### config.mk
export PLATFORM = sky130hd
export DESIGN_NAME = json_token_serializer_flat
export DESIGN_NICKNAME = d
export VERILOG_FILES = /design/src/hdl/jts_pkg.sv /design/src/hdl/jts_if.sv /design/src/hdl/jts_front.sv /design/src/hdl/jts_queue.sv /design/src/hdl/jts_back.sv /design/src/hdl/json_token_serializer.sv /design/src/flat_wrapper.sv
export SDC_FILE = /design/constraint.sdc
export NUM_CORES = 1
export LEC_CHECK = 0
export ABC_AREA = 1
export ABC_CLOCK_PERIOD_IN_PS = 5800
export BUFFER_PORTS_ARGS = -buffer_cell sky130_fd_sc_hd__buf_2
export CAP_MARGIN = 30
export CORE_MARGIN = 1.5
export CORE_UTILIZATION = 55
export CTS_CLUSTER_DIAMETER = 80
export CTS_CLUSTER_SIZE = 30
export DETAILED_ROUTE_END_ITERATION = 6
export GPL_ROUTABILITY_DRIVEN = 0
export GPL_TIMING_DRIVEN = 0
export PLACE_DENSITY = 0.73
export SLEW_MARGIN = 20
export SYNTH_ARGS = -nofsm -noshare
export SYNTH_HDL_FRONTEND = slang
export SYNTH_SLANG_ARGS = --single-unit
### constraint.sdc
create_clock -name clk -period 5.8 [get_ports clk]
set_input_delay 1.45 -clock clk [delete_from_list [all_inputs] [get_ports clk]]
set_output_delay 1.45 -clock clk [all_outputs]
set_load 0.02 [all_outputs]
### src/hdl/jts_pkg.sv
`timescale 1ns / 1ps

package jts_pkg;

	// Default nesting limit and width of the indentation space count
	localparam int MAX_DEPTH_DEF = 8;
	localparam int QUEUE_DEPTH_DEF = 4;
	localparam int SP_W = 6;

	// Token function codes
	localparam logic [3:0] FN_OPEN_OBJ  = 4'd0;
	localparam logic [3:0] FN_CLOSE_OBJ = 4'd1;
	localparam logic [3:0] FN_OPEN_ARR  = 4'd2;
	localparam logic [3:0] FN_CLOSE_ARR = 4'd3;
	localparam logic [3:0] FN_OPEN_STR  = 4'd4;
	localparam logic [3:0] FN_STR_BYTE  = 4'd5;
	localparam logic [3:0] FN_CLOSE_STR = 4'd6;
	localparam logic [3:0] FN_RAW_START = 4'd7;
	localparam logic [3:0] FN_RAW_BYTE  = 4'd8;
	localparam logic [3:0] FN_BOOL      = 4'd9;

	// Value types
	localparam logic [2:0] VT_BOOL   = 3'd1;
	localparam logic [2:0] VT_STRING = 3'd3;
	localparam logic [2:0] VT_ARRAY  = 3'd4;
	localparam logic [2:0] VT_OBJECT = 3'd5;

	// Error codes
	localparam logic [2:0] ERR_OK           = 3'd0;
	localparam logic [2:0] ERR_CLOSE_ROOT   = 3'd1;
	localparam logic [2:0] ERR_KIND         = 3'd2;
	localparam logic [2:0] ERR_KEY_NO_VALUE = 3'd3;
	localparam logic [2:0] ERR_KEY_NOT_STR  = 3'd4;
	localparam logic [2:0] ERR_SECOND_ROOT  = 3'd5;
	localparam logic [2:0] ERR_TOO_DEEP     = 3'd6;

	// Body kinds of a queued command
	localparam logic [2:0] BK_NONE  = 3'd0;
	localparam logic [2:0] BK_CHAR  = 3'd1;
	localparam logic [2:0] BK_ESC   = 3'd2;
	localparam logic [2:0] BK_TRUE  = 3'd3;
	localparam logic [2:0] BK_FALSE = 3'd4;

	// Register indexes on the config port
	localparam logic REG_PRETTY = 1'b0;
	localparam logic REG_INDENT = 1'b1;

	// Characters
	localparam logic [7:0] CH_COMMA  = 8'h2C;
	localparam logic [7:0] CH_COLON  = 8'h3A;
	localparam logic [7:0] CH_NL     = 8'h0A;
	localparam logic [7:0] CH_SPACE  = 8'h20;
	localparam logic [7:0] CH_QUOTE  = 8'h22;
	localparam logic [7:0] CH_BSLASH = 8'h5C;
	localparam logic [7:0] CH_LBRACE = 8'h7B;
	localparam logic [7:0] CH_RBRACE = 8'h7D;
	localparam logic [7:0] CH_LBRACK = 8'h5B;
	localparam logic [7:0] CH_RBRACK = 8'h5D;

	// One command from the front to the back
	typedef struct packed {
		logic [2:0]      err;
		logic            pre;
		logic            colon;
		logic            nl;
		logic [SP_W-1:0] sp;
		logic [2:0]      kind;
		logic [7:0]      data;
	} cmd_t;

endpackage

### src/hdl/jts_if.sv
`timescale 1ns / 1ps

// Token channel
interface jts_in_if;
	logic       valid;
	logic       ready;
	logic [3:0] func;
	logic [7:0] in_byte;
	logic [2:0] value_type;

	modport source(output valid, output func, output in_byte, output value_type, input ready);
	modport sink(input valid, input func, input in_byte, input value_type, output ready);
endinterface

// Character channel
interface jts_out_if;
	logic       valid;
	logic       ready;
	logic [7:0] out_byte;
	logic       byte_valid;
	logic       last;
	logic [2:0] error_code;

	modport source(output valid, output out_byte, output byte_valid, output last,
		output error_code, input ready);
	modport sink(input valid, input out_byte, input byte_valid, input last,
		input error_code, output ready);
endinterface

### src/hdl/jts_front.sv
`timescale 1ns / 1ps

module jts_front #(
	parameter int MAX_DEPTH = jts_pkg::MAX_DEPTH_DEF
) (
	input  logic           clk,
	input  logic           arst_n,
	input  logic           pretty,
	input  logic [2:0]     indent,
	jts_in_if.sink         tokens,
	output jts_pkg::cmd_t  cmd,
	output logic           cmd_valid,
	input  logic           cmd_ready
);

	localparam int DEPTH_W = $clog2(MAX_DEPTH + 1);
	localparam int IDX_W = (MAX_DEPTH > 1) ? $clog2(MAX_DEPTH) : 1;

	logic [MAX_DEPTH-1:0] arr_q, has_q, odd_q;
	logic [MAX_DEPTH-1:0] arr_d, has_d, odd_d;
	logic [DEPTH_W-1:0]   depth_q, depth_d;
	logic                 root_q, root_d;

	logic [IDX_W-1:0]     top_idx, push_idx;
	logic                 top_arr, top_has, top_odd;
	logic [2:0]           ind, vt, pre_err;
	logic                 accept;

	assign tokens.ready = cmd_ready;
	assign cmd_valid    = tokens.valid;
	assign accept       = tokens.valid && cmd_ready;

	assign top_idx  = IDX_W'(depth_q - DEPTH_W'(1));
	assign push_idx = IDX_W'(depth_q);
	assign top_arr  = arr_q[top_idx];
	assign top_has  = has_q[top_idx];
	assign top_odd  = odd_q[top_idx];
	assign ind      = (indent > 3'd4) ? 3'd4 : indent;

	// Type of the value that the token opens
	always_comb begin
		case (tokens.func)
			jts_pkg::FN_OPEN_OBJ:  vt = jts_pkg::VT_OBJECT;
			jts_pkg::FN_OPEN_ARR:  vt = jts_pkg::VT_ARRAY;
			jts_pkg::FN_OPEN_STR:  vt = jts_pkg::VT_STRING;
			jts_pkg::FN_BOOL:      vt = jts_pkg::VT_BOOL;
			default:               vt = tokens.value_type;
		endcase
	end

	// Value prefix check: second root, or an object key that is not a string
	always_comb begin
		pre_err = jts_pkg::ERR_OK;
		if (depth_q == '0) begin
			if (root_q) pre_err = jts_pkg::ERR_SECOND_ROOT;
		end else if (!top_arr && !top_odd && vt != jts_pkg::VT_STRING) begin
			pre_err = jts_pkg::ERR_KEY_NOT_STR;
		end
	end

	// Classify the token, build the command and the next stack
	always_comb begin
		logic apply;
		logic push;
		logic pop;
		apply   = 1'b0;
		push    = 1'b0;
		pop     = 1'b0;
		cmd     = '0;
		arr_d   = arr_q;
		has_d   = has_q;
		odd_d   = odd_q;
		depth_d = depth_q;
		root_d  = root_q;

		case (tokens.func)
			jts_pkg::FN_OPEN_OBJ, jts_pkg::FN_OPEN_ARR: begin
				cmd.err = pre_err;
				if (pre_err == jts_pkg::ERR_OK && depth_q >= DEPTH_W'(MAX_DEPTH))
					cmd.err = jts_pkg::ERR_TOO_DEEP;
				if (cmd.err == jts_pkg::ERR_OK) begin
					apply    = 1'b1;
					push     = 1'b1;
					cmd.kind = jts_pkg::BK_CHAR;
					cmd.data = (tokens.func == jts_pkg::FN_OPEN_OBJ) ?
						jts_pkg::CH_LBRACE : jts_pkg::CH_RBRACK - 8'd2;
				end
			end
			jts_pkg::FN_CLOSE_OBJ, jts_pkg::FN_CLOSE_ARR: begin
				if (depth_q == '0)
					cmd.err = jts_pkg::ERR_CLOSE_ROOT;
				else if (top_arr != (tokens.func == jts_pkg::FN_CLOSE_ARR))
					cmd.err = jts_pkg::ERR_KIND;
				else if (tokens.func == jts_pkg::FN_CLOSE_OBJ && top_odd)
					cmd.err = jts_pkg::ERR_KEY_NO_VALUE;
				if (cmd.err == jts_pkg::ERR_OK) begin
					pop      = 1'b1;
					cmd.nl   = pretty;
					cmd.sp   = pretty ? jts_pkg::SP_W'(depth_q - DEPTH_W'(1)) *
						jts_pkg::SP_W'(ind) : '0;
					cmd.kind = jts_pkg::BK_CHAR;
					cmd.data = (tokens.func == jts_pkg::FN_CLOSE_OBJ) ?
						jts_pkg::CH_RBRACE : jts_pkg::CH_RBRACK;
				end
			end
			jts_pkg::FN_OPEN_STR: begin
				cmd.err = pre_err;
				if (pre_err == jts_pkg::ERR_OK) begin
					apply    = 1'b1;
					cmd.kind = jts_pkg::BK_CHAR;
					cmd.data = jts_pkg::CH_QUOTE;
				end
			end
			jts_pkg::FN_STR_BYTE: begin
				cmd.kind = jts_pkg::BK_ESC;
				cmd.data = tokens.in_byte;
			end
			jts_pkg::FN_CLOSE_STR: begin
				cmd.kind = jts_pkg::BK_CHAR;
				cmd.data = jts_pkg::CH_QUOTE;
			end
			jts_pkg::FN_RAW_START: begin
				cmd.err = pre_err;
				if (pre_err == jts_pkg::ERR_OK) apply = 1'b1;
			end
			jts_pkg::FN_RAW_BYTE: begin
				cmd.kind = jts_pkg::BK_CHAR;
				cmd.data = tokens.in_byte;
			end
			jts_pkg::FN_BOOL: begin
				cmd.err = pre_err;
				if (pre_err == jts_pkg::ERR_OK) begin
					apply    = 1'b1;
					cmd.kind = tokens.in_byte[0] ? jts_pkg::BK_TRUE : jts_pkg::BK_FALSE;
				end
			end
			default: begin
				cmd.kind = jts_pkg::BK_NONE;
			end
		endcase

		// Separator, newline and count for a value inside a level
		if (apply) begin
			if (depth_q == '0) begin
				root_d = 1'b1;
			end else begin
				cmd.pre        = top_has;
				cmd.colon      = !top_arr && top_odd;
				cmd.nl         = pretty && (top_arr || !top_odd);
				cmd.sp         = cmd.nl ? jts_pkg::SP_W'(depth_q) * jts_pkg::SP_W'(ind) : '0;
				has_d[top_idx] = 1'b1;
				odd_d[top_idx] = !top_odd;
			end
		end

		if (push) begin
			arr_d[push_idx] = (tokens.func == jts_pkg::FN_OPEN_ARR);
			has_d[push_idx] = 1'b0;
			odd_d[push_idx] = 1'b0;
			depth_d         = depth_q + DEPTH_W'(1);
		end

		if (pop) depth_d = depth_q - DEPTH_W'(1);
	end

	// Nesting stack
	always_ff @(posedge clk or negedge arst_n) begin
		if (!arst_n) begin
			arr_q   <= '0;
			has_q   <= '0;
			odd_q   <= '0;
			depth_q <= '0;
			root_q  <= 1'b0;
		end else if (accept) begin
			arr_q   <= arr_d;
			has_q   <= has_d;
			odd_q   <= odd_d;
			depth_q <= depth_d;
			root_q  <= root_d;
		end
	end

endmodule

### src/hdl/jts_queue.sv
`timescale 1ns / 1ps

module jts_queue #(
	parameter int DEPTH = jts_pkg::QUEUE_DEPTH_DEF
) (
	input  logic          clk,
	input  logic          arst_n,
	input  jts_pkg::cmd_t wr_cmd,
	input  logic          wr_valid,
	output logic          wr_ready,
	output jts_pkg::cmd_t rd_cmd,
	output logic          rd_valid,
	input  logic          rd_ready
);

	localparam int AW = (DEPTH > 1) ? $clog2(DEPTH) : 1;
	localparam int CW = $clog2(DEPTH + 1);

	jts_pkg::cmd_t    slot_q [DEPTH];
	logic [AW-1:0]    wptr_q, rptr_q;
	logic [CW-1:0]    cnt_q;
	logic             push, pop;

	assign wr_ready = (cnt_q != CW'(DEPTH));
	assign rd_valid = (cnt_q != '0);
	assign rd_cmd   = slot_q[rptr_q];
	assign push     = wr_valid && wr_ready;
	assign pop      = rd_valid && rd_ready;

	// Command storage
	always_ff @(posedge clk) begin
		if (push) slot_q[wptr_q] <= wr_cmd;
	end

	// Pointers and fill count
	always_ff @(posedge clk or negedge arst_n) begin
		if (!arst_n) begin
			wptr_q <= '0;
			rptr_q <= '0;
			cnt_q  <= '0;
		end else begin
			if (push) wptr_q <= (wptr_q == AW'(DEPTH - 1)) ? '0 : wptr_q + AW'(1);
			if (pop)  rptr_q <= (rptr_q == AW'(DEPTH - 1)) ? '0 : rptr_q + AW'(1);
			if (push && !pop)      cnt_q <= cnt_q + CW'(1);
			else if (pop && !push) cnt_q <= cnt_q - CW'(1);
		end
	end

endmodule

### src/hdl/jts_back.sv
`timescale 1ns / 1ps

module jts_back (
	input  logic          clk,
	input  logic          arst_n,
	input  jts_pkg::cmd_t in_cmd,
	input  logic          in_valid,
	output logic          in_ready,
	jts_out_if.source     chars
);

	localparam logic [2:0] PH_PRE   = 3'd0;
	localparam logic [2:0] PH_NL    = 3'd1;
	localparam logic [2:0] PH_SP    = 3'd2;
	localparam logic [2:0] PH_BODY  = 3'd3;
	localparam logic [2:0] PH_EMPTY = 3'd4;
	localparam logic [2:0] PH_DONE  = 3'd5;

	// Escape letter of a string byte, zero when it goes out as is
	function automatic logic [7:0] esc_char(input logic [7:0] c);
		logic [7:0] e;
		e = 8'h00;
		if (c < 8'h20) begin
			case (c)
				8'h08:   e = 8'h62;
				8'h09:   e = 8'h74;
				8'h0A:   e = 8'h6E;
				8'h0C:   e = 8'h66;
				8'h0D:   e = 8'h72;
				default: e = 8'h75;
			endcase
		end else if (c == jts_pkg::CH_QUOTE) begin
			e = jts_pkg::CH_QUOTE;
		end else if (c == jts_pkg::CH_BSLASH) begin
			e = jts_pkg::CH_BSLASH;
		end
		return e;
	endfunction

	function automatic logic [7:0] hex_digit(input logic [3:0] n);
		return (n < 4'd10) ? 8'h30 + 8'(n) : 8'h37 + 8'(n);
	endfunction

	// Number of body characters
	function automatic logic [2:0] body_len(input logic [2:0] kind, input logic [7:0] d);
		logic [2:0] n;
		case (kind)
			jts_pkg::BK_CHAR:  n = 3'd1;
			jts_pkg::BK_ESC: begin
				if (esc_char(d) == 8'h00)      n = 3'd1;
				else if (esc_char(d) == 8'h75) n = 3'd6;
				else                           n = 3'd2;
			end
			jts_pkg::BK_TRUE:  n = 3'd4;
			jts_pkg::BK_FALSE: n = 3'd5;
			default:           n = 3'd0;
		endcase
		return n;
	endfunction

	// Body character at a position
	function automatic logic [7:0] body_byte(input logic [2:0] kind, input logic [7:0] d,
		input logic [2:0] i);
		logic [7:0] b;
		b = 8'h00;
		case (kind)
			jts_pkg::BK_ESC: begin
				case (i)
					3'd0:    b = (esc_char(d) == 8'h00) ? d : jts_pkg::CH_BSLASH;
					3'd1:    b = esc_char(d);
					3'd4:    b = hex_digit(d[7:4]);
					3'd5:    b = hex_digit(d[3:0]);
					default: b = 8'h30;
				endcase
			end
			jts_pkg::BK_TRUE: begin
				case (i)
					3'd0:    b = 8'h74;
					3'd1:    b = 8'h72;
					3'd2:    b = 8'h75;
					default: b = 8'h65;
				endcase
			end
			jts_pkg::BK_FALSE: begin
				case (i)
					3'd0:    b = 8'h66;
					3'd1:    b = 8'h61;
					3'd2:    b = 8'h6C;
					3'd3:    b = 8'h73;
					default: b = 8'h65;
				endcase
			end
			default: b = d;
		endcase
		return b;
	endfunction

	jts_pkg::cmd_t          cmd_q;
	logic                   busy_q;
	logic [2:0]             ph_q, ph_nxt, ph_first;
	logic [jts_pkg::SP_W-1:0] sp_q;
	logic [2:0]             bi_q;
	logic [2:0]             blen, blen_in;

	logic                   out_valid_q, out_bv_q, out_last_q;
	logic [7:0]             out_byte_q;
	logic [2:0]             out_err_q;

	logic                   out_free, emit, load;
	logic [7:0]             cur_byte;

	assign out_free = !out_valid_q || chars.ready;
	assign emit     = busy_q && out_free;
	assign in_ready = !busy_q;
	assign load     = in_valid && !busy_q;
	assign blen     = body_len(cmd_q.kind, cmd_q.data);
	assign blen_in  = body_len(in_cmd.kind, in_cmd.data);

	// First phase of a freshly loaded command
	always_comb begin
		if (in_cmd.err != jts_pkg::ERR_OK) ph_first = PH_EMPTY;
		else if (in_cmd.pre)               ph_first = PH_PRE;
		else if (in_cmd.nl)                ph_first = PH_NL;
		else if (blen_in != 3'd0)          ph_first = PH_BODY;
		else                               ph_first = PH_EMPTY;
	end

	// Current character and the phase after it
	always_comb begin
		cur_byte = 8'h00;
		ph_nxt   = PH_DONE;
		case (ph_q)
			PH_PRE: begin
				cur_byte = cmd_q.colon ? jts_pkg::CH_COLON : jts_pkg::CH_COMMA;
				if (cmd_q.nl)           ph_nxt = PH_NL;
				else if (blen != 3'd0)  ph_nxt = PH_BODY;
			end
			PH_NL: begin
				cur_byte = jts_pkg::CH_NL;
				if (sp_q != '0)         ph_nxt = PH_SP;
				else if (blen != 3'd0)  ph_nxt = PH_BODY;
			end
			PH_SP: begin
				cur_byte = jts_pkg::CH_SPACE;
				if (sp_q != jts_pkg::SP_W'(1)) ph_nxt = PH_SP;
				else if (blen != 3'd0)         ph_nxt = PH_BODY;
			end
			PH_BODY: begin
				cur_byte = body_byte(cmd_q.kind, cmd_q.data, bi_q);
				if (bi_q != blen - 3'd1) ph_nxt = PH_BODY;
			end
			default: begin
				cur_byte = 8'h00;
			end
		endcase
	end

	// Sequencer
	always_ff @(posedge clk or negedge arst_n) begin
		if (!arst_n) begin
			busy_q <= 1'b0;
			ph_q   <= PH_EMPTY;
		end else if (load) begin
			busy_q <= 1'b1;
			ph_q   <= ph_first;
		end else if (emit) begin
			ph_q <= ph_nxt;
			if (ph_nxt == PH_DONE) busy_q <= 1'b0;
		end
	end

	always_ff @(posedge clk) begin
		if (load) begin
			cmd_q <= in_cmd;
			sp_q  <= in_cmd.sp;
			bi_q  <= 3'd0;
		end else if (emit) begin
			if (ph_q == PH_SP)   sp_q <= sp_q - jts_pkg::SP_W'(1);
			if (ph_q == PH_BODY) bi_q <= bi_q + 3'd1;
		end
	end

	// Output register
	always_ff @(posedge clk or negedge arst_n) begin
		if (!arst_n) begin
			out_valid_q <= 1'b0;
		end else if (emit) begin
			out_valid_q <= 1'b1;
		end else if (chars.ready) begin
			out_valid_q <= 1'b0;
		end
	end

	always_ff @(posedge clk) begin
		if (emit) begin
			out_byte_q <= cur_byte;
			out_bv_q   <= (ph_q != PH_EMPTY);
			out_last_q <= (ph_nxt == PH_DONE);
			out_err_q  <= (ph_q == PH_EMPTY) ? cmd_q.err : jts_pkg::ERR_OK;
		end
	end

	assign chars.valid      = out_valid_q;
	assign chars.out_byte   = out_byte_q;
	assign chars.byte_valid = out_bv_q;
	assign chars.last       = out_last_q;
	assign chars.error_code = out_err_q;

endmodule

### src/hdl/json_token_serializer.sv
`timescale 1ns / 1ps

// JSON token serializer. Tokens come in on the tokens channel and leave as characters on the
// chars channel, one character per word, with last on the final word of each token; a token
// that breaks a nesting rule, or emits nothing, leaves as one empty word (byte_valid low)
// carrying its error code. The front checks each token against the nesting stack in the
// cycle it is accepted, so it takes one token per cycle while its command queue has room.
// The back loads a queued command and then turns it into characters at one per cycle while
// the output is ready; it takes the next command only after the last character of the one
// before. A control byte in a string may go out as a \u00XX escape.
// Registers: 0x0 pretty_print (bit 0), 0x4 indent_size (bits 2:0, above 4 acts as 4).

module json_token_serializer #(
	parameter int MAX_DEPTH   = jts_pkg::MAX_DEPTH_DEF,
	parameter int QUEUE_DEPTH = jts_pkg::QUEUE_DEPTH_DEF
) (
	input  logic        clk,
	input  logic        arst_n,
	input  logic        psel,
	input  logic        penable,
	input  logic        pwrite,
	input  logic [2:0]  paddr,
	input  logic [31:0] pwdata,
	output logic [31:0] prdata,
	output logic        pready,
	jts_in_if.sink      tokens,
	jts_out_if.source   chars
);

	logic          pretty_q;
	logic [2:0]    indent_q;
	logic          cfg_wr;

	jts_pkg::cmd_t f_cmd, b_cmd;
	logic          f_valid, f_ready, b_valid, b_ready;

	// Config registers
	assign pready = 1'b1;
	assign cfg_wr = psel && penable && pwrite;

	always_ff @(posedge clk or negedge arst_n) begin
		if (!arst_n) begin
			pretty_q <= 1'b0;
			indent_q <= 3'd4;
		end else if (cfg_wr) begin
			if (paddr[2] == jts_pkg::REG_PRETTY) pretty_q <= pwdata[0];
			else                                 indent_q <= pwdata[2:0];
		end
	end

	assign prdata = (paddr[2] == jts_pkg::REG_INDENT) ? {29'd0, indent_q} : {31'd0, pretty_q};

	jts_front #(
		.MAX_DEPTH(MAX_DEPTH)
	) u_front (
		.clk      (clk),
		.arst_n   (arst_n),
		.pretty   (pretty_q),
		.indent   (indent_q),
		.tokens   (tokens),
		.cmd      (f_cmd),
		.cmd_valid(f_valid),
		.cmd_ready(f_ready)
	);

	jts_queue #(
		.DEPTH(QUEUE_DEPTH)
	) u_queue (
		.clk     (clk),
		.arst_n  (arst_n),
		.wr_cmd  (f_cmd),
		.wr_valid(f_valid),
		.wr_ready(f_ready),
		.rd_cmd  (b_cmd),
		.rd_valid(b_valid),
		.rd_ready(b_ready)
	);

	jts_back u_back (
		.clk     (clk),
		.arst_n  (arst_n),
		.in_cmd  (b_cmd),
		.in_valid(b_valid),
		.in_ready(b_ready),
		.chars   (chars)
	);

endmodule
### src/flat_wrapper.sv
// flat-port wrapper written by rule: the top's interface ports become plain ports
module json_token_serializer_flat 
#(
	parameter int MAX_DEPTH   = jts_pkg::MAX_DEPTH_DEF,
	parameter int QUEUE_DEPTH = jts_pkg::QUEUE_DEPTH_DEF
)
  (clk, arst_n, psel, penable, pwrite, paddr, pwdata, prdata, pready, tokens_valid, tokens_func, tokens_in_byte, tokens_value_type, tokens_ready, chars_valid, chars_out_byte, chars_byte_valid, chars_last, chars_error_code, chars_ready);
  jts_in_if tokens_i ();
  jts_out_if chars_i ();
  input  logic clk;
  input  logic arst_n;
  input  logic psel;
  input  logic penable;
  input  logic pwrite;
  input  logic [2:0] paddr;
  input  logic [31:0] pwdata;
  output logic [31:0] prdata;
  output logic pready;
  input wire logic [$bits(tokens_i.valid)-1:0] tokens_valid;
  input wire logic [$bits(tokens_i.func)-1:0] tokens_func;
  input wire logic [$bits(tokens_i.in_byte)-1:0] tokens_in_byte;
  input wire logic [$bits(tokens_i.value_type)-1:0] tokens_value_type;
  output wire logic [$bits(tokens_i.ready)-1:0] tokens_ready;
  output wire logic [$bits(chars_i.valid)-1:0] chars_valid;
  output wire logic [$bits(chars_i.out_byte)-1:0] chars_out_byte;
  output wire logic [$bits(chars_i.byte_valid)-1:0] chars_byte_valid;
  output wire logic [$bits(chars_i.last)-1:0] chars_last;
  output wire logic [$bits(chars_i.error_code)-1:0] chars_error_code;
  input wire logic [$bits(chars_i.ready)-1:0] chars_ready;
  assign tokens_i.valid = tokens_valid;
  assign tokens_i.func = tokens_func;
  assign tokens_i.in_byte = tokens_in_byte;
  assign tokens_i.value_type = tokens_value_type;
  assign tokens_ready = tokens_i.ready;
  assign chars_valid = chars_i.valid;
  assign chars_out_byte = chars_i.out_byte;
  assign chars_byte_valid = chars_i.byte_valid;
  assign chars_last = chars_i.last;
  assign chars_error_code = chars_i.error_code;
  assign chars_i.ready = chars_ready;
  json_token_serializer #(.MAX_DEPTH(MAX_DEPTH), .QUEUE_DEPTH(QUEUE_DEPTH)) u_core (.clk(clk), .arst_n(arst_n), .psel(psel), .penable(penable), .pwrite(pwrite), .paddr(paddr), .pwdata(pwdata), .prdata(prdata), .pready(pready), .tokens(tokens_i), .chars(chars_i));
endmodule
==> results of run 1 <==
==> state kept, by name, summed over array words and instances (netlist names), 3 cells and up <==
register / flops
u_core.u_queue.cnt_q: 3
u_core.u_back.sp_q: 6
u_core.u_back.bi_q: 3
u_core.u_back.ph_q: 3
u_core.u_front.odd_q: 8
u_core.u_back.chars.out_byte: 8
u_core.u_back.chars.error_code: 3
u_core.u_back.cmd_q: 16
u_core.u_front.has_q: 8
u_core.u_front.arr_q: 8
u_core.u_front.depth_q: 4
u_core.indent_q: 3
u_core.u_queue.slot_q: 92
==> layout by cell type (no fill, tap or decap), types with 4 or more instances in the layout <==
cell type / synthesis / final
o22ai_1: 20 / 20
dfrtp_1: 43 / 43
clkbuf_1: 21 / 22
nand2_2: 4 / 4
nand2_1: 248 / 248
a31oi_1: 17 / 17
nor2_1: 133 / 129
nand4_1: 11 / 11
buf_4: 32 / 33
edfxtp_1: 127 / 127
fa_1: 8 / 8
xnor2_1: 12 / 12
xor2_1: 4 / 4
inv_6: 0 / 6
inv_2: 6 / 6
clkbuf_16: 0 / 17
o21ai_0: 96 / 96
ha_1: 34 / 34
nor3_1: 21 / 21
a21oi_1: 43 / 43
o21ai_1: 7 / 7
conb_1: 2 / 30
buf_2: 4 / 46
nand2_4: 4 / 4
buf_6: 5 / 6
nor2_4: 1 / 5
nand3_1: 51 / 51
inv_1: 143 / 143
==> power by group <==
part	total [mW]	switching (mW)	internal, mW	leakage [nW]
sequential	2.13	0.220	1.91	1.77
clock	1.16	0.511	0.652	0.296
combinational	3.04	2.09	0.950	3.02
total	6.34	2.82	3.52	5.09
==> worst max-delay path by stage <==
stage	start	to	slack, ns	cells past startpoint
global placement	tokens_valid	u_core.u_queue.slot_q[0][7]	1.43	5
global route	u_core.u_front.depth_q[0]	u_core.u_queue.slot_q[0][16]	1.53	15
detailed placement	u_core.u_front.depth_q[0]	u_core.u_queue.slot_q[0][16]	1.79	15
finish	u_core.u_front.depth_q[0]	u_core.u_queue.slot_q[0][16]	1.68	15
CTS	u_core.u_front.depth_q[0]	u_core.u_queue.slot_q[2][16]	1.75	15
floorplan	u_core.u_front.depth_q[0]	u_core.u_queue.slot_q[0][16]	2.34	15
==> worst max-delay path, stage by stage (launching register included) <==
cell and delay, ns:
dfrtp_1 0.40, buf_6 0.14, inv_2 0.10, clkbuf_1 0.53, ha_1 0.28, inv_1 0.08
nor3_4 0.46, nand2_1 0.21, fa_1 0.56, inv_1 0.04, ha_1 0.33, a21oi_1 0.15
nand2_1 0.08, xnor2_1 0.20, xnor2_1 0.15, o22ai_1 0.13
==> cell type report <==
class	instances	area share [%]
sequential	175	44.5
multi-input combinational	782	36.8
inverter	150	5.03
clock buffer	18	3.82
buffer	64	3.58
tap	229	2.55
timing repair buffer	45	2.22
clock inverter	14	1.50
==> metal layers <==
metal  vias to the layer above  GRT usage (%)
li1                       3927              -
met1                      3623           31.8
met2                       287           41.4
met3                        46           3.79
met4                         0           9.12
met5                         -              0
==> metrics by stage <==
step	instances	area (um2)	hold slack (ns)
floorplan	1171	10100	0.449
global placement	1443	10600	0.465
detailed placement	1445	10600	0.465
CTS	1477	11200	0.486
global route	1477	11200	0.516
finish	1477	11200	0.486
==> cell families (layout without fill, tap and decap cells) <==
group,after synthesis,count (layout)
AND/OR/NAND/NOR,489,489
multiplexers,2,2
AO/OA/AOI/OAI,202,202
other,2,30
XOR/XNOR,17,17
flip-flops,175,175
buffers and inverters,214,291
adder cells (fa/ha/maj),42,42
==> results by group, run 1 <==
Cells and area
  • Share of cells above drive strength 1: around an eighth
  • Layout area overhead: 12.7%
  • Finished Core Util: roughly 63%
  • Fill cells: 1,532
  • Final #Nets: 1,334
  • Ant. Diodes: 0
  • Register area: 0.00500 mm2
  • Multi-input gate area: 0.00414 mm2

Timing
  • Final hold viol count: 0
  • Fmax: about 0.24 GHz
  • Max Clock Skew: 0.0124 ns
  • Least-Margin Pin Slew: 0.902 ns
  • Setup tns final: 0 ns
  • Relative slew slack: between 30% and 40%
  • Final setup fails: 0
  • Final worst path period share: between 70% and 80%
  • Post-route setup slack: 1.68 ns
  • Final min period: 4.12 ns
  • Max-slew violation count: 0
  • RSZ-0062 raised after global routing: false

Global routing
  • Overflow after GRT: 0
  • Vias in the first global route: approximately 7,300
  • Antenna violations before repair: 0
  • Largest net degree at the start of global routing: 46
  • GRT Util Overall: 24.5%
  • First-pass GRT wire length: 35,300 um

Clock tree
  • CTS tree: done
  • Htree depth: 4
  • CTS max path bufs: 2
  • CTS resizes: 0
  • Clk_lat worst skew: around 0.43 ns
  • Clock slew at reported path FFs: 0.08 ns
  • Cts bufs inserted: 17
  • Cell at the root of the clock tree: clkbuf_16
  • Number of post-CTS setup repair buffers: 0
  • CTS sink count: 175
  • Hold buffers post-CTS: 0

Run status
  • Outcome: finished clean

Yosys
  • Syn Std Cell Area: between 0.009 and 0.01 mm2
  • Synth area leaders: edfxtp_1, dfrtp_1, nand2_1
  • XOR/XNOR Fraction of Synth Area: under 10%
  • Adder-cell share of the synthesized area: around 5.9%
  • Synth top cells by count: nand2_1, inv_1, nor2_1
  • Mux contribution to synthesized area: 0.226%
  • Sequential area share after synthesis: ~50%
  • Post-synth EDFFs: about 130
  • Most common cell in the netlist: nand2_1
  • Cell count after synthesis: around 1,100
  • Ys async rst share: 25.7%
  • FF+latch count, synth: 175
  • Cell type with the largest total area after synthesis: edfxtp_1
  • Compound-Gate Fraction of Synth Area: 11.2%
  • Synth unique cells: 57
  • Largest family of logic cells by synthesized area: simple AND/OR/NAND/NOR gates
  • Yosys top cell area share: 38.2%
  • Synth Area in Simple Gates: 21.2%
  • YS warnings: 0
  • Synth Area per Inst: 8.72 um2
  • Ys flop type: edfxtp_1

Power and ir drop
  • Total power: 6.34 mW
  • P per Cell Area: 564 mW/mm2
  • Maximum vdd drop: roughly 470 uV
  • Pleak: 5.09 nW

Critical path
  • Worst path arrival time: 4.28 ns
  • R2r startpoint: u_core.u_front.depth_q[0]
  • R2R depth: 15
  • CP Data Required Time: between 5 and 6 ns
  • Critical Path Start Type: register
  • Type of the worst setup path: register to register
  • Crit. End Element: register
  • Flop-to-flop setup slack: around 1.7 ns
  • Crit Path Max Fanout: 10
  • R2R Path End: u_core.u_queue.slot_q[0][16]

Die
  • Starting Density: 55.9%
  • Num rows: 49
  • IO Pins: 105
  • Die extent in y: 138 um
  • Placeable Area: between 0.015 and 0.02 mm2
  • DIE WIDTH: between 100 and 150 um
  • Die area: about 0.019 mm2

Placement
  • Port Buf Inserts: 43
  • Post-DP HPWL: 15,900 um
  • Pre-CTS setup slack: 1.79 ns

Run
  • Max Cap Viol: 0

Drt
  • Routed WL per cell: 14.8 um
  • Met3 WL: 1340 um
  • Highest metal used: met4
  • Avg Vias per Cell: 5.34
  • Pre-Repair DR Iteration Count: 7
  • DR iter-0 viols: between 500 and 600
  • Routed Antenna Nets: 0
  • Met2 wire length: 10,700 um
  • Routed WL: 21,900 um
  • DR vias: 7,883
  • DR DRC count: 0
  • Post-Route M1 WL: between 9000 and 10,000 um

Worst hold path
  • Hold Path Class: register to register
  • Hold Path Stages: 2
  • Endpoint, Worst Hold: u_core.u_front.odd_q[0]
  • Hold Startpoint: u_core.u_front.odd_q[0]
No activity file was read; power rests on OpenSTA's default activity.
==> run 2: changes to the inputs <==
--- a/config.mk
+++ b/config.mk
@@ -6,17 +6,17 @@
 export NUM_CORES = 1
 export LEC_CHECK = 0
 export ABC_AREA = 1
-export ABC_CLOCK_PERIOD_IN_PS = 5800
+export ABC_CLOCK_PERIOD_IN_PS = 3500
 export BUFFER_PORTS_ARGS = -buffer_cell sky130_fd_sc_hd__buf_2
 export CAP_MARGIN = 30
 export CORE_MARGIN = 1.5
-export CORE_UTILIZATION = 55
+export CORE_UTILIZATION = 54
 export CTS_CLUSTER_DIAMETER = 80
 export CTS_CLUSTER_SIZE = 30
 export DETAILED_ROUTE_END_ITERATION = 6
 export GPL_ROUTABILITY_DRIVEN = 0
 export GPL_TIMING_DRIVEN = 0
-export PLACE_DENSITY = 0.73
+export PLACE_DENSITY = 0.75
 export SLEW_MARGIN = 20
 export SYNTH_ARGS = -nofsm -noshare
 export SYNTH_HDL_FRONTEND = slang
==> constraint.sdc (replaced) <==
create_clock -name clk -period 3.5 [get_ports clk]
set_input_delay 0.875 -clock clk [delete_from_list [all_inputs] [get_ports clk]]
set_output_delay 0.875 -clock clk [all_outputs]
set_load 0.02 [all_outputs]
==> results by group, run 2 (synthesis gave the netlist of run 1 again) <==
Run status
  • Outcome: finished clean

Power and ir drop
  • Comb power frac: about 48%
  • P per Cell Area: 931 mW/mm2
  • Seq pwr share: 33.9%
  • Pleak: 5.07 nW
  • Maximum vdd drop: ~630 uV
  • Clock share of power: 17.7%
  • Pint: 5.70 mW
  • Net Sw Power: 4.76 mW
  • Sw frac: 45.5%
  • Total power: 10.5 mW

Clock tree
  • Cts bufs inserted: 17
  • Clock slew at reported path FFs: around 0.080 ns
  • Hold buffers post-CTS: 0
  • Cell at the root of the clock tree: clkbuf_16
  • Htree depth: 4
  • CTS max path bufs: 2
  • CTS tree: done
  • Clk_lat worst skew: roughly 0.44 ns
  • CTS sink count: 175

Critical path
  • Type of the worst setup path: register to register
  • CP Data Required Time: 3.67 ns
  • Crit. End Element: register
  • Critical Path Start Type: register
  • Crit Path Max Fanout: 15
  • Worst path arrival time: 3.43 ns

Cells and area
  • Commonest non-fill, non-tap cell in the layout: nand2_1
  • Commonest non-fill, non-tap cells in the layout: nand2_1, inv_1, nor2_1, edfxtp_1, o21ai_0
  • Share of cells above drive strength 1: between 10 and 15%
  • Final #Nets: between 1,000 and 1,500
  • Ant. Diodes: 0
  • Finished Core Util: 62.3%
  • Layout area overhead: 12.6%
  • Top Registers: u_core.u_queue.slot_q (92), u_core.u_back.cmd_q (16)
  • Top reg by flops: u_core.u_queue.slot_q
  • Largest register FFs: 92

Timing
  • Final hold viol count: 0
  • Least-Margin Pin Slew: 0.889 ns
  • Fmax: 0.306 GHz
  • RSZ-0062 raised after global routing: false
  • Final min period: 3.26 ns
  • Relative slew slack: 40.1%
  • Max-slew violation count: 0
  • Final setup fails: 0
  • Final worst path period share: slightly above 90%
  • Max Clock Skew: 0.0194 ns

Global routing
  • First-pass GRT wire length: 36,000 um
  • Largest net degree at the start of global routing: 28
  • Vias in the first global route: between 7,000 and 8,000
  • Overflow after GRT: 0
  • Antenna violations before repair: 0
  • GRT Util Overall: 23.5%

Placement
  • Port Buf Inserts: 43
  • Post-DP HPWL: 16,000 um

Drt
  • DR iter-0 viols: approximately 590
  • Pre-Repair DR Iteration Count: 7
  • DR vias: 7,876
  • Routed WL per cell: about 15 um
  • Routed Antenna Nets: 0
  • Avg Vias per Cell: 5.33
  • Routed WL: roughly 22,000 um
  • DR DRC count: 0

Die
  • DIE WIDTH: 139 um
  • Placeable Area: 0.0180 mm2
  • Die area: 0.0193 mm2
  • Starting Density: around 55%
  • IO Pins: approximately 110
  • Num rows: 49
  • Die extent in y: 139 um

Run
  • Max Cap Viol: 0

Worst hold path
  • Hold Path Class: input pin to async pin
[run 2: cell count changes in the layout (fill, tap and decap cells not counted), moves of 2 or more]
cell,previous run,this run
clkbuf_1,22,20
o22ai_2,0,2
inv_8,3,6
clkinvlp_4,0,3
o22ai_1,20,18
bufinv_16,2,0
inv_6,6,2
[run 2: path summary, 6_finish.rpt]
| kind | startpoint | endpoint | slack, ns | cells past startpoint |
|---|---|---|---|---|
| min in group clk | u_core.u_front.odd_q[0] | u_core.u_front.odd_q[0] | 0.49 | 2 |
| worst min-delay path | arst_n | u_core.u_front.odd_q[1] | 0.42 | 1 |
| worst max register to register | u_core.u_front.depth_q[0] | u_core.u_queue.slot_q[1][16] | 0.24 | 14 |
| worst max-delay path | u_core.u_front.depth_q[0] | u_core.u_queue.slot_q[1][16] | 0.24 | 14 |
| max in group asynchronous | arst_n | u_core.indent_q[2] | 2.49 | 2 |
| worst min register to register | u_core.u_front.odd_q[0] | u_core.u_front.odd_q[0] | 0.49 | 2 |
[run 2: metal layers]
layer | GRT usage [%] | wire length, um
met2 | 39.4 | 10800
met1 | 30.3 | 9530
met5 | 0 | 0
met3 | 4.87 | 1440
met4 | 8.44 | 425
[run 2: layout make-up]
cell class | count | area, um2
sequential | 175 | 5000
timing repair buffer | 46 | 254
inverter | 150 | 568
tap | 229 | 287
fill | 1500 | 6800
multi-input combinational | 782 | 4150
clock buffer | 17 | 425
buffer | 63 | 399
clock inverter | 15 | 145
[run 2: through the flow]
stage               hold WS (ns)  area, um2  setup slack, ns  instances  TNS [ns]
floorplan                  0.449      10100           0.0388       1171         0
global placement           0.464      10600           -0.496       1443    -28.23
detailed placement         0.469      10600           -0.475       1445     -2.91
CTS                        0.437      11200           0.0542       1477         0
global route               0.457      11200           0.0326       1477         0
finish                     0.417      11200            0.237       1477         0
[run 2: what timing repair did]
action,in CTS,in global routing
resized for setup,0,5
buffers inserted,1,0
pin swaps,1,0
setup endpoints to repair,12,8
[run 2: critical path, cell delays in order, from the launching register on]
cell	delay, ns
dfrtp_1	0.40
buf_6	0.14
inv_4	0.16
ha_1	0.20
inv_1	0.08
nor3_4	0.24
nand2_1	0.14
fa_1	0.55
inv_1	0.04
ha_1	0.33
a21oi_1	0.13
nand2_1	0.08
xnor2_1	0.19
xnor2_1	0.17
o22ai_2	0.13
[run 2: power by group through the flow]
| stage | clock (mW) | combinational (mW) | sequential, mW |
|---|---|---|---|
| after floorplan | 0 | 3.62 | 3.57 |
| after global placement | 0 | 4.81 | 3.57 |
| after detailed placement | 0 | 4.97 | 3.57 |
| after CTS | 1.86 | 5.02 | 3.54 |
| after global routing | 1.95 | 5.69 | 3.61 |
| final | 1.85 | 5.07 | 3.54 |
